===== config.mk =====
export PLATFORM = sky130hd
export DESIGN_NAME = c3f_result_buf_flat
export DESIGN_NICKNAME = d
export VERILOG_FILES = /design/src/rtl/c3f_pkg.sv /design/src/rtl/c3f_result_if.sv /design/src/rtl/c3f_result_buf.sv /design/src/flat_wrapper.sv
export SDC_FILE = /design/constraint.sdc
export NUM_CORES = 1
export LEC_CHECK = 0
export CORE_ASPECT_RATIO = 1.5
export CORE_UTILIZATION = 63
export DETAILED_ROUTE_END_ITERATION = 6
export DONT_BUFFER_PORTS = 1
export PLACE_DENSITY = 0.79
export REMOVE_ABC_BUFFERS = 1
export SLEW_MARGIN = 25
export SYNTH_ARGS = -nofsm -noshare
export SYNTH_HDL_FRONTEND = slang
export SYNTH_SLANG_ARGS = --single-unit

===== constraint.sdc =====
create_clock -name clk -period 4.8 [get_ports clk]
set_input_delay 0.48 -clock clk [delete_from_list [all_inputs] [get_ports clk]]
set_output_delay 0.48 -clock clk [all_outputs]
set_load 0.05 [all_outputs]

===== src/rtl/c3f_pkg.sv =====
package c3f_pkg;

  localparam int PIX_W        = 16;
  localparam int COEF_W       = 16;
  localparam int PROD_W       = PIX_W + COEF_W;
  localparam int SUM_W        = 35;
  localparam int ROW_W        = 16;
  localparam int COL_W        = 10;
  localparam int WIDTH_REG_W  = 11;
  localparam int COEF_ROW_W   = 3 * COEF_W;
  localparam int CFG_IDX_W    = 3;
  localparam int CFG_DATA_W   = COEF_ROW_W;
  localparam int BORDER_SHIFT = 12;
  localparam int TAPS         = 9;
  localparam int MIN_DIM      = 3;

  typedef enum logic [CFG_IDX_W-1:0] {
    REG_WIDTH    = 3'd0,
    REG_HEIGHT   = 3'd1,
    REG_COEF_TOP = 3'd2,
    REG_COEF_MID = 3'd3,
    REG_COEF_BOT = 3'd4
  } cfg_reg_t;

  // Position and kind of the pixel travelling down the pipeline.
  typedef struct packed {
    logic [ROW_W-1:0]        row;
    logic [COL_W-1:0]        col;
    logic                    border;
    logic                    filt;
    logic signed [PIX_W-1:0] pix;
  } tag_t;

  // Window and kernel, tap k = 3 * kernel_row + kernel_col.
  typedef logic [TAPS-1:0][PIX_W-1:0]  win_t;
  typedef logic [TAPS-1:0][COEF_W-1:0] coef_t;

  typedef struct packed {
    logic signed [SUM_W-1:0] value;
    logic [ROW_W-1:0]        row;
    logic [COL_W-1:0]        col;
    logic                    border;
    logic                    last;
  } res_t;

endpackage


===== src/rtl/c3f_result_if.sv =====
interface c3f_result_if;
  logic                                valid;
  logic                                ready;
  logic signed [c3f_pkg::SUM_W-1:0]    pixel_out;
  logic [c3f_pkg::ROW_W-1:0]           out_row;
  logic [c3f_pkg::COL_W-1:0]           out_col;
  logic                                is_border;
  logic                                last_of_run;

  modport source (output valid, output pixel_out, output out_row, output out_col,
                  output is_border, output last_of_run, input ready);
  modport sink (input valid, input pixel_out, input out_row, input out_col,
                input is_border, input last_of_run, output ready);
endinterface


===== src/rtl/c3f_result_buf.sv =====
module c3f_result_buf (
  input  logic                             clk,
  input  logic                             rst,
  input  logic                             c_valid,
  input  c3f_pkg::tag_t                    c_tag,
  input  logic signed [c3f_pkg::SUM_W-1:0] c_sum,
  output logic                             advance,
  c3f_result_if.source                     results
);

  localparam int EXT_W = c3f_pkg::SUM_W - c3f_pkg::PIX_W - c3f_pkg::BORDER_SHIFT;

  logic [1:0]     o_cnt;
  c3f_pkg::res_t  q0;
  c3f_pkg::res_t  q1;
  logic [1:0]     c_cnt;
  logic           pop;
  logic           load;
  c3f_pkg::res_t  border_res;
  c3f_pkg::res_t  filt_res;

  assign c_cnt   = {1'b0, c_tag.border} + {1'b0, c_tag.filt};
  assign pop     = (o_cnt != 2'd0) && results.ready;
  // The pipeline moves when the last stage has nothing to hand over, or when
  // the holding register will be empty after this cycle.
  assign advance = !c_valid || (c_cnt == 2'd0) || (o_cnt == 2'd0)
                   || ((o_cnt == 2'd1) && results.ready);
  assign load    = advance && c_valid && (c_cnt != 2'd0);

  always_comb begin
    border_res.value  = {{EXT_W{c_tag.pix[c3f_pkg::PIX_W-1]}}, c_tag.pix,
                         {c3f_pkg::BORDER_SHIFT{1'b0}}};
    border_res.row    = c_tag.row;
    border_res.col    = c_tag.col;
    border_res.border = 1'b1;
    border_res.last   = !c_tag.filt;
    filt_res.value    = c_sum;
    filt_res.row      = c_tag.row - c3f_pkg::ROW_W'(1);
    filt_res.col      = c_tag.col - c3f_pkg::COL_W'(1);
    filt_res.border   = 1'b0;
    filt_res.last     = 1'b1;
  end

  always_ff @(posedge clk) begin
    if (rst) begin
      o_cnt <= 2'd0;
    end else if (load) begin
      o_cnt <= c_cnt;
    end else if (pop) begin
      o_cnt <= o_cnt - 2'd1;
    end
  end

  always_ff @(posedge clk) begin
    if (load) begin
      q0 <= c_tag.border ? border_res : filt_res;
      q1 <= filt_res;
    end else if (pop) begin
      q0 <= q1;
    end
  end

  assign results.valid       = (o_cnt != 2'd0);
  assign results.pixel_out   = q0.value;
  assign results.out_row     = q0.row;
  assign results.out_col     = q0.col;
  assign results.is_border   = q0.border;
  assign results.last_of_run = q0.last;

endmodule


===== src/flat_wrapper.sv =====
// flat-port wrapper written by rule: the top's interface ports become plain ports
module c3f_result_buf_flat 
  (clk, rst, c_valid, c_tag, c_sum, advance, results_valid, results_pixel_out, results_out_row, results_out_col, results_is_border, results_last_of_run, results_ready);
  c3f_result_if results_i ();
  input  logic clk;
  input  logic rst;
  input  logic c_valid;
  input  c3f_pkg::tag_t c_tag;
  input  logic signed [c3f_pkg::SUM_W-1:0] c_sum;
  output logic advance;
  output wire logic [$bits(results_i.valid)-1:0] results_valid;
  output wire logic [$bits(results_i.pixel_out)-1:0] results_pixel_out;
  output wire logic [$bits(results_i.out_row)-1:0] results_out_row;
  output wire logic [$bits(results_i.out_col)-1:0] results_out_col;
  output wire logic [$bits(results_i.is_border)-1:0] results_is_border;
  output wire logic [$bits(results_i.last_of_run)-1:0] results_last_of_run;
  input wire logic [$bits(results_i.ready)-1:0] results_ready;
  assign results_valid = results_i.valid;
  assign results_pixel_out = results_i.pixel_out;
  assign results_out_row = results_i.out_row;
  assign results_out_col = results_i.out_col;
  assign results_is_border = results_i.is_border;
  assign results_last_of_run = results_i.last_of_run;
  assign results_i.ready = results_ready;
  c3f_result_buf u_core (.clk(clk), .rst(rst), .c_valid(c_valid), .c_tag(c_tag), .c_sum(c_sum), .advance(advance), .results(results_i));
endmodule

==> out/results.tsv, run 1 <==
stage	metric	value	unit
global_route	track_usage	26.6	%
clocking	clockRootBuffer	clkbuf_16	
critical_path	reg2reg_to	u_core.results.pixel_out[3]$_DFFE_PP_	
sta	min_period	3.06	ns
die	initial_core_util	64.4	%
die	design.die.area	0.00936	mm^2
critical_path	cp_data_required_time	4.95	ns
routing	via_per_inst	6.04	
sta	hold_viol	0	
clocking	cts_hold_buffers	0	
die	core	0.00878	mm^2
clocking	clock_latency	0.41	ns
sta	relSlewSlack	48.8	%
clocking	post_cts_buffers	0	
global_route	grt_pass1_vias	3514	
die	die_y	118	um
cells_and_area	area_growth	11.2	%
global_route	grt_overflow	0	
global_route	grt_max_degree	54	
critical_path	critical-path-slowest-cell	clkinv_2	
synthesis	synth_edf_count	124	
synthesis	synth-main-ff-cell	edfxtp_1	
critical_path	crit_path_max_fanout	51	
synthesis	async_reset_ff_share	0	%
sta	tightest_slew	0.760	ns
critical_path	critPathLaunch	u_core.o_cnt[0]$_SDFFE_PP0P_	
die	ios	148	
clocking	h-tree-depth	4	
clocking	clk_pin_slew	0.05	ns
synthesis	syn_avg_cell_area	12.5	um^2
sta	finClkSkew	0.0112	ns
synthesis	synth_area	0.00565	mm^2
run_status	outcome	finished, final reports clean	
job	cap_violations	0	
global_route	grt_pass1_wl	18100	um
critical_path	path_class	flop to flop	
routing	routedWlPerCell	20.5	um
routing	drc	0	
die	die_w	79.3	um
synthesis	ys_seq_area_share	66.6	%
synthesis	yosysWarnings	0	
power	ir_drop	0.435	mV
sta	fmax	0.327	GHz
synthesis	postSynthCellCount	453	
synthesis	synthDominantCellAreaShare	65.9	%
routing	antenna_left	0	
sta	setup_viol	0	
clocking	cts_resized	0	
cells_and_area	seqCellArea	0.00376	mm^2
cells_and_area	layout-drive-gt1-share	8.60	%
synthesis	synth_cell_types	42	
synthesis	yosys-top-cells-area	edfxtp_1 66%, nand2_1 5.8%, xor2_1 3.4%	
cells_and_area	final_area	0.00628	mm^2
critical_path	start_kind	flop	
sta	finalMaxSlewViolations	0	
clocking	cts_buffer_depth	2	
cells_and_area	fillers	567	
routing	vias	3473	
critical_path	crit_chain	inv_1 > ha_1 > a21oi_1 > nand2b_4 > clkinv_2 > buf_4 > nand3_1 > nand2_1	
synthesis	synth_top_area_cell	edfxtp_1	
cells_and_area	multi_input_area	0.00174	mm^2
clocking	cts_tree	done	
global_route	antenna_found_initial	0	
placed_design	gp_congestion	0.834	
placed_design	hpwl	7470	um
clocking	clock-sinks	126	
critical_path	cp.arrival	3.21	ns
sta	grt_setup_unrepaired	false	
synthesis	yosysMostFrequentCell	edfxtp_1	
critical_path	r2r-start	u_core.o_cnt[0]$_SDFFE_PP0P_	
placed_design	dpl_cell_area	0.00572	mm^2
placed_design	pre_cts_ws	1.46	ns
critical_path	cp-endpoint	u_core.results.pixel_out[3]$_DFFE_PP_	
routing	firstDrtPassIters	4	
power	power.density	557	mW/mm^2
clocking	cts_inserted_buffers	17	
routing	wirelength	11800	um
synthesis	synth-seq-cells	126	
critical_path	cp_slowest_stage_delay	0.64	ns
die	fp-row-count	42	
critical_path	r2r_slack	1.74	ns
worst_hold_path	min_path_type	input port to flop	
cells_and_area	antenna_cells	0	
cells_and_area	nNetsFinal	542	
sta	period_share	63.8	%
synthesis	synth_common_cells	124 x edfxtp_1, 88 x nand2_1, 36 x o21ai_0, 26 x nor2_1, 22 x xor2_1	
routing	first_iter_violations	199	
sta	worst_slack	1.74	ns
power	leakagePower	2.27	nW
critical_path	endpoint_kind	flop	
placed_design	io_buffers	0	
critical_path	r2r_cells	8	
-- logic make-up (layout without fill, tap and decap cells) --
group	count (synthesis)	count (layout)	share of synthesized area, %
flip-flops	126	126	66.6
AO/OA/AOI/OAI	59	59	5.74
adder cells (fa/ha/maj)	6	6	1.33
AND/OR/NAND/NOR	171	171	14.6
buffers and inverters	35	47	2.72
multiplexers	15	15	2.66
XOR/XNOR	41	41	6.36
-- metrics by stage --
step | TNS (ns) | hold slack, ns | total power [mW] | utilization, % | std cells
floorplan | -97.19 | 0.484 | 2.18 | - | 430
global placement | 0 | 0.489 | 2.25 | 65.2 | 544
detailed placement | 0 | 0.503 | 2.28 | 65.2 | 544
CTS | 0 | 0.132 | 3.51 | 71.6 | 575
global route | 0 | 0.134 | 3.61 | 71.6 | 575
finish | 0 | 0.144 | 3.50 | 71.6 | 575
-- cell usage in the layout (no fill, tap or decap), types with 2 or more instances in the layout --
cell | netlist | routed
clkbuf_1 | 11 | 4
o21ai_1 | 2 | 2
nor3_1 | 7 | 7
clkinv_1 | 1 | 3
a21oi_1 | 5 | 5
o21ai_0 | 36 | 36
xnor2_1 | 19 | 19
xor2_1 | 22 | 22
nand2_1 | 88 | 87
clkbuf_16 | 0 | 17
ha_1 | 6 | 6
a31oi_1 | 10 | 10
buf_4 | 2 | 4
edfxtp_1 | 124 | 124
inv_1 | 11 | 11
or4_1 | 2 | 2
nand4_1 | 3 | 3
nor4_4 | 2 | 2
nand2b_1 | 4 | 3
mux2i_1 | 15 | 15
dfxtp_1 | 2 | 2
clkinv_2 | 0 | 5
bufinv_16 | 0 | 3
nor2b_1 | 3 | 3
nor2_1 | 26 | 26
nand3_1 | 21 | 21
o31ai_1 | 2 | 2
o211ai_1 | 2 | 2
nor4_1 | 5 | 5
-- per-layer routing --
metal  track usage (%)  share of wire [%]
met1              27.7                 35
met3              11.0                9.2
met5                 0                  0
met2              45.6                 54
met4              12.6                2.7
-- state kept, by name, indices dropped and copies added, names as in the netlist --
signal	cells
u_core.results.pixel_out	35
u_core.results.is_border	1
u_core.results.last_of_run	1
u_core.results.out_col	10
u_core.results.out_row	16
u_core.o_cnt	2
u_core.q1	61
-- where the power goes --
group,internal [mW],switching (mW),leakage [nW]
sequential,1.47,0.465,1.20
clock,0.803,0.429,0.277
combinational,0.0899,0.240,0.796
-- how the worst min path moves through the flow --
stage / start / to / slack (ns) / cells past startpoint
finish: rst / u_core.o_cnt[0]$_SDFFE_PP0P_ / 0.14 / 1
global route: rst / u_core.o_cnt[0]$_SDFFE_PP0P_ / 0.13 / 1
CTS: rst / u_core.o_cnt[1]$_SDFFE_PP0P_ / 0.13 / 1
detailed placement: u_core.q1[34]$_DFFE_PP_ / u_core.results.pixel_out[6]$_DFFE_PP_ / 0.50 / 2
global placement: u_core.q1[37]$_DFFE_PP_ / u_core.results.pixel_out[9]$_DFFE_PP_ / 0.49 / 2
floorplan: u_core.q1[28]$_DFFE_PP_ / u_core.results.pixel_out[0]$_DFFE_PP_ / 0.48 / 2
-- layout make-up --
cell class	instances	area share, %
sequential	126	59.9
multi-input combinational	292	27.7
clock buffer	21	7.01
tap	110	2.19
clock inverter	10	1.93
inverter	12	0.737
timing repair buffer	4	0.478
-- critical path: cells and delay by family (launching register included) --
kind / cells / cell delay [ns]
AOI/OAI and AO/OA: 1 / 0.22
adders and majority gates: 1 / 0.24
buffers and inverters: 3 / 1.21
DFF: 1 / 0.35
and+or+nand+nor: 3 / 0.75
No activity file was read; power rests on OpenSTA's default activity.
==> run 2, diff against run 1 <==
--- a/config.mk
+++ b/config.mk
@@ -6,10 +6,10 @@
 export NUM_CORES = 1
 export LEC_CHECK = 0
 export CORE_ASPECT_RATIO = 1.5
-export CORE_UTILIZATION = 63
+export CORE_UTILIZATION = 57
 export DETAILED_ROUTE_END_ITERATION = 6
 export DONT_BUFFER_PORTS = 1
-export PLACE_DENSITY = 0.79
+export PLACE_DENSITY = 0.75
 export REMOVE_ABC_BUFFERS = 1
 export SLEW_MARGIN = 25
 export SYNTH_ARGS = -nofsm -noshare
==> constraint.sdc (replaced) <==
create_clock -name clk -period 2.8 [get_ports clk]
set_input_delay 0.28 -clock clk [delete_from_list [all_inputs] [get_ports clk]]
set_output_delay 0.28 -clock clk [all_outputs]
set_load 0.05 [all_outputs]
==> out/results.tsv, run 2 (synthesis results as in run 1) <==
stage	metric	value	unit
power	clock_power_share	34.2	%
sta	timing.hold.ws	0.0330	ns
sta	hold_viol	0	
cells_and_area	layout-drive-gt1-share	9.29	%
critical_path	cp_data_required_time	2.92	ns
global_route	grt_overflow	0	
clocking	clk_pin_slew	0.05	ns
critical_path	r2r-start	u_core.o_cnt[0]$_SDFFE_PP0P_	
die	die_w	83.3	um
power	p_sw_share	32.9	%
cells_and_area	multi_input_area	0.00174	mm^2
placed_design	dpl_cell_area	0.00576	mm^2
clocking	clock_latency	0.41	ns
sta	fmax	0.498	GHz
cells_and_area	nNetsFinal	582	
clocking	h-tree-depth	4	
die	design.die.area	0.0103	mm^2
clocking	cts_tree	done	
sta	relSlewSlack	40.1	%
die	ios	148	
sta	min_period	2.01	ns
cells_and_area	fillers	677	
sta	period_share	71.7	%
sta	finClkSkew	0.00567	ns
routing	via_per_inst	5.66	
routing	routedWlPerCell	18.4	um
placed_design	io_buffers	0	
power	power_frac_comb	10.2	%
routing	drc	0	
critical_path	endpoint_kind	flop	
clocking	clockRootBuffer	clkbuf_16	
sta	tightest_slew	0.891	ns
critical_path	crit_path_max_fanout	56	
global_route	track_usage	22.1	%
routing	wirelength	11400	um
placed_design	gp_congestion	0.862	
placed_design	pre_cts_ws	0.638	ns
clocking	post_cts_buffers	0	
global_route	grt_max_degree	59	
die	initial_core_util	58.6	%
die	core	0.00963	mm^2
cells_and_area	area_growth	18.3	%
clocking	cts_resized	0	
power	power	5.98	mW
routing	first_iter_violations	161	
global_route	grt_pass1_wl	16900	um
cells_and_area	antenna_cells	0	
routing	vias	3516	
critical_path	start_kind	flop	
clocking	cts_buffer_depth	2	
power	ir_drop	0.766	mV
routing	antenna_left	0	
power	pwr-share-seq	55.6	%
cells_and_area	seqCellArea	0.00376	mm^2
die	fp-row-count	44	
worst_hold_path	min_path_type	input port to flop	
run_status	outcome	finished, final reports clean	
power	power.net_switching	1.97	mW
sta	worst_slack	0.793	ns
job	cap_violations	0	
clocking	clock-sinks	126	
power	power.density	894	mW/mm^2
worst_hold_path	hp-start	c_tag[18]	
power	cell_internal_pwr	4.01	mW
clocking	cts_hold_buffers	36	
critical_path	cp.arrival	2.13	ns
sta	grt_setup_unrepaired	false	
cells_and_area	final_common_cell	edfxtp_1	
cells_and_area	final_area	0.00668	mm^2
cells_and_area	final_cell_mix	124 x edfxtp_1, 87 x nand2_1, 37 x dlygate4sd3_1	
sta	setup_viol	0	
cells_and_area	largest_reg_flops	61	
placed_design	hpwl	7120	um
routing	firstDrtPassIters	6	
cells_and_area	utilization	69.4	%
global_route	antenna_found_initial	0	
global_route	grt_pass1_vias	3272	
sta	finalMaxSlewViolations	0	
clocking	cts_inserted_buffers	17	
critical_path	critPathLaunch	u_core.o_cnt[0]$_SDFFE_PP0P_	
critical_path	r2r_slack	0.79	ns
die	die_y	124	um
cells_and_area	largest-register	u_core.q1	
critical_path	path_class	flop to flop	
power	leakagePower	2.44	nW
[run 2: changes by cell type in the layout (fill, tap and decap cells not counted), sizes merged]
cell         delta
dlygate4sd3    +37
buf             +3
bufinv          -1
clkinv          +4
clkbuf          -4
clkinvlp        +2
[run 2: power groups by stage]
| stage | Clock (mW) | Sequential [mW] | Combinational (mW) |
|---|---|---|---|
| 4_1_cts | 2.06 | 3.32 | 0.612 |
| 2_1_floorplan | 0 | 3.33 | 0.419 |
| 3_3_place_gp | 0 | 3.35 | 0.543 |
| 6_report | 2.05 | 3.32 | 0.612 |
| 5_1_grt | 2.15 | 3.34 | 0.681 |
| 3_5_place_dp | 0 | 3.35 | 0.566 |
[run 2: critical path, stage by stage, from the launching register on]
cell and delay, ns:
dfxtp_1 0.33, inv_1 0.07, ha_1 0.22, a21oi_1 0.20, nand2b_4 0.20, buf_4 0.47, o21ai_0 0.22
[run 2: final cells by class]
class / count / area share (%)
well taps: 115 / 2.15
multi-input cells: 292 / 26.0
clock buffers: 17 / 6.36
flip-flops and latches: 126 / 56.3
clock inverters: 15 / 1.93
inverters: 12 / 0.693
repair buffers: 44 / 6.51
[run 2: worst paths after layout]
| check | to | depth (start not counted) |
|---|---|---|
| max reg2reg | u_core.results.pixel_out[12]$_DFFE_PP_ | 6 |
| max | u_core.results.pixel_out[12]$_DFFE_PP_ | 6 |
| min | u_core.q1[2]$_DFFE_PP_ | 1 |
| min reg2reg | u_core.results.pixel_out[8]$_DFFE_PP_ | 2 |
[run 2: stage by stage]
stage	TNS, ns	std cells
final	0	621
after floorplan	-368.57	430
after detailed placement	0	552
after global placement	0	552
after global routing	0	621
after CTS	0	620
[run 2: metal layers]
layer / vias to the layer above / track usage, % / wire length, um
met1: 1634 / 24.6 / 4290
met3: 25 / 9.08 / 863
li1: 1705 / - / -
met2: 152 / 37.0 / 5970
met5: - / 0 / 0
met4: 0 / 10.9 / 296
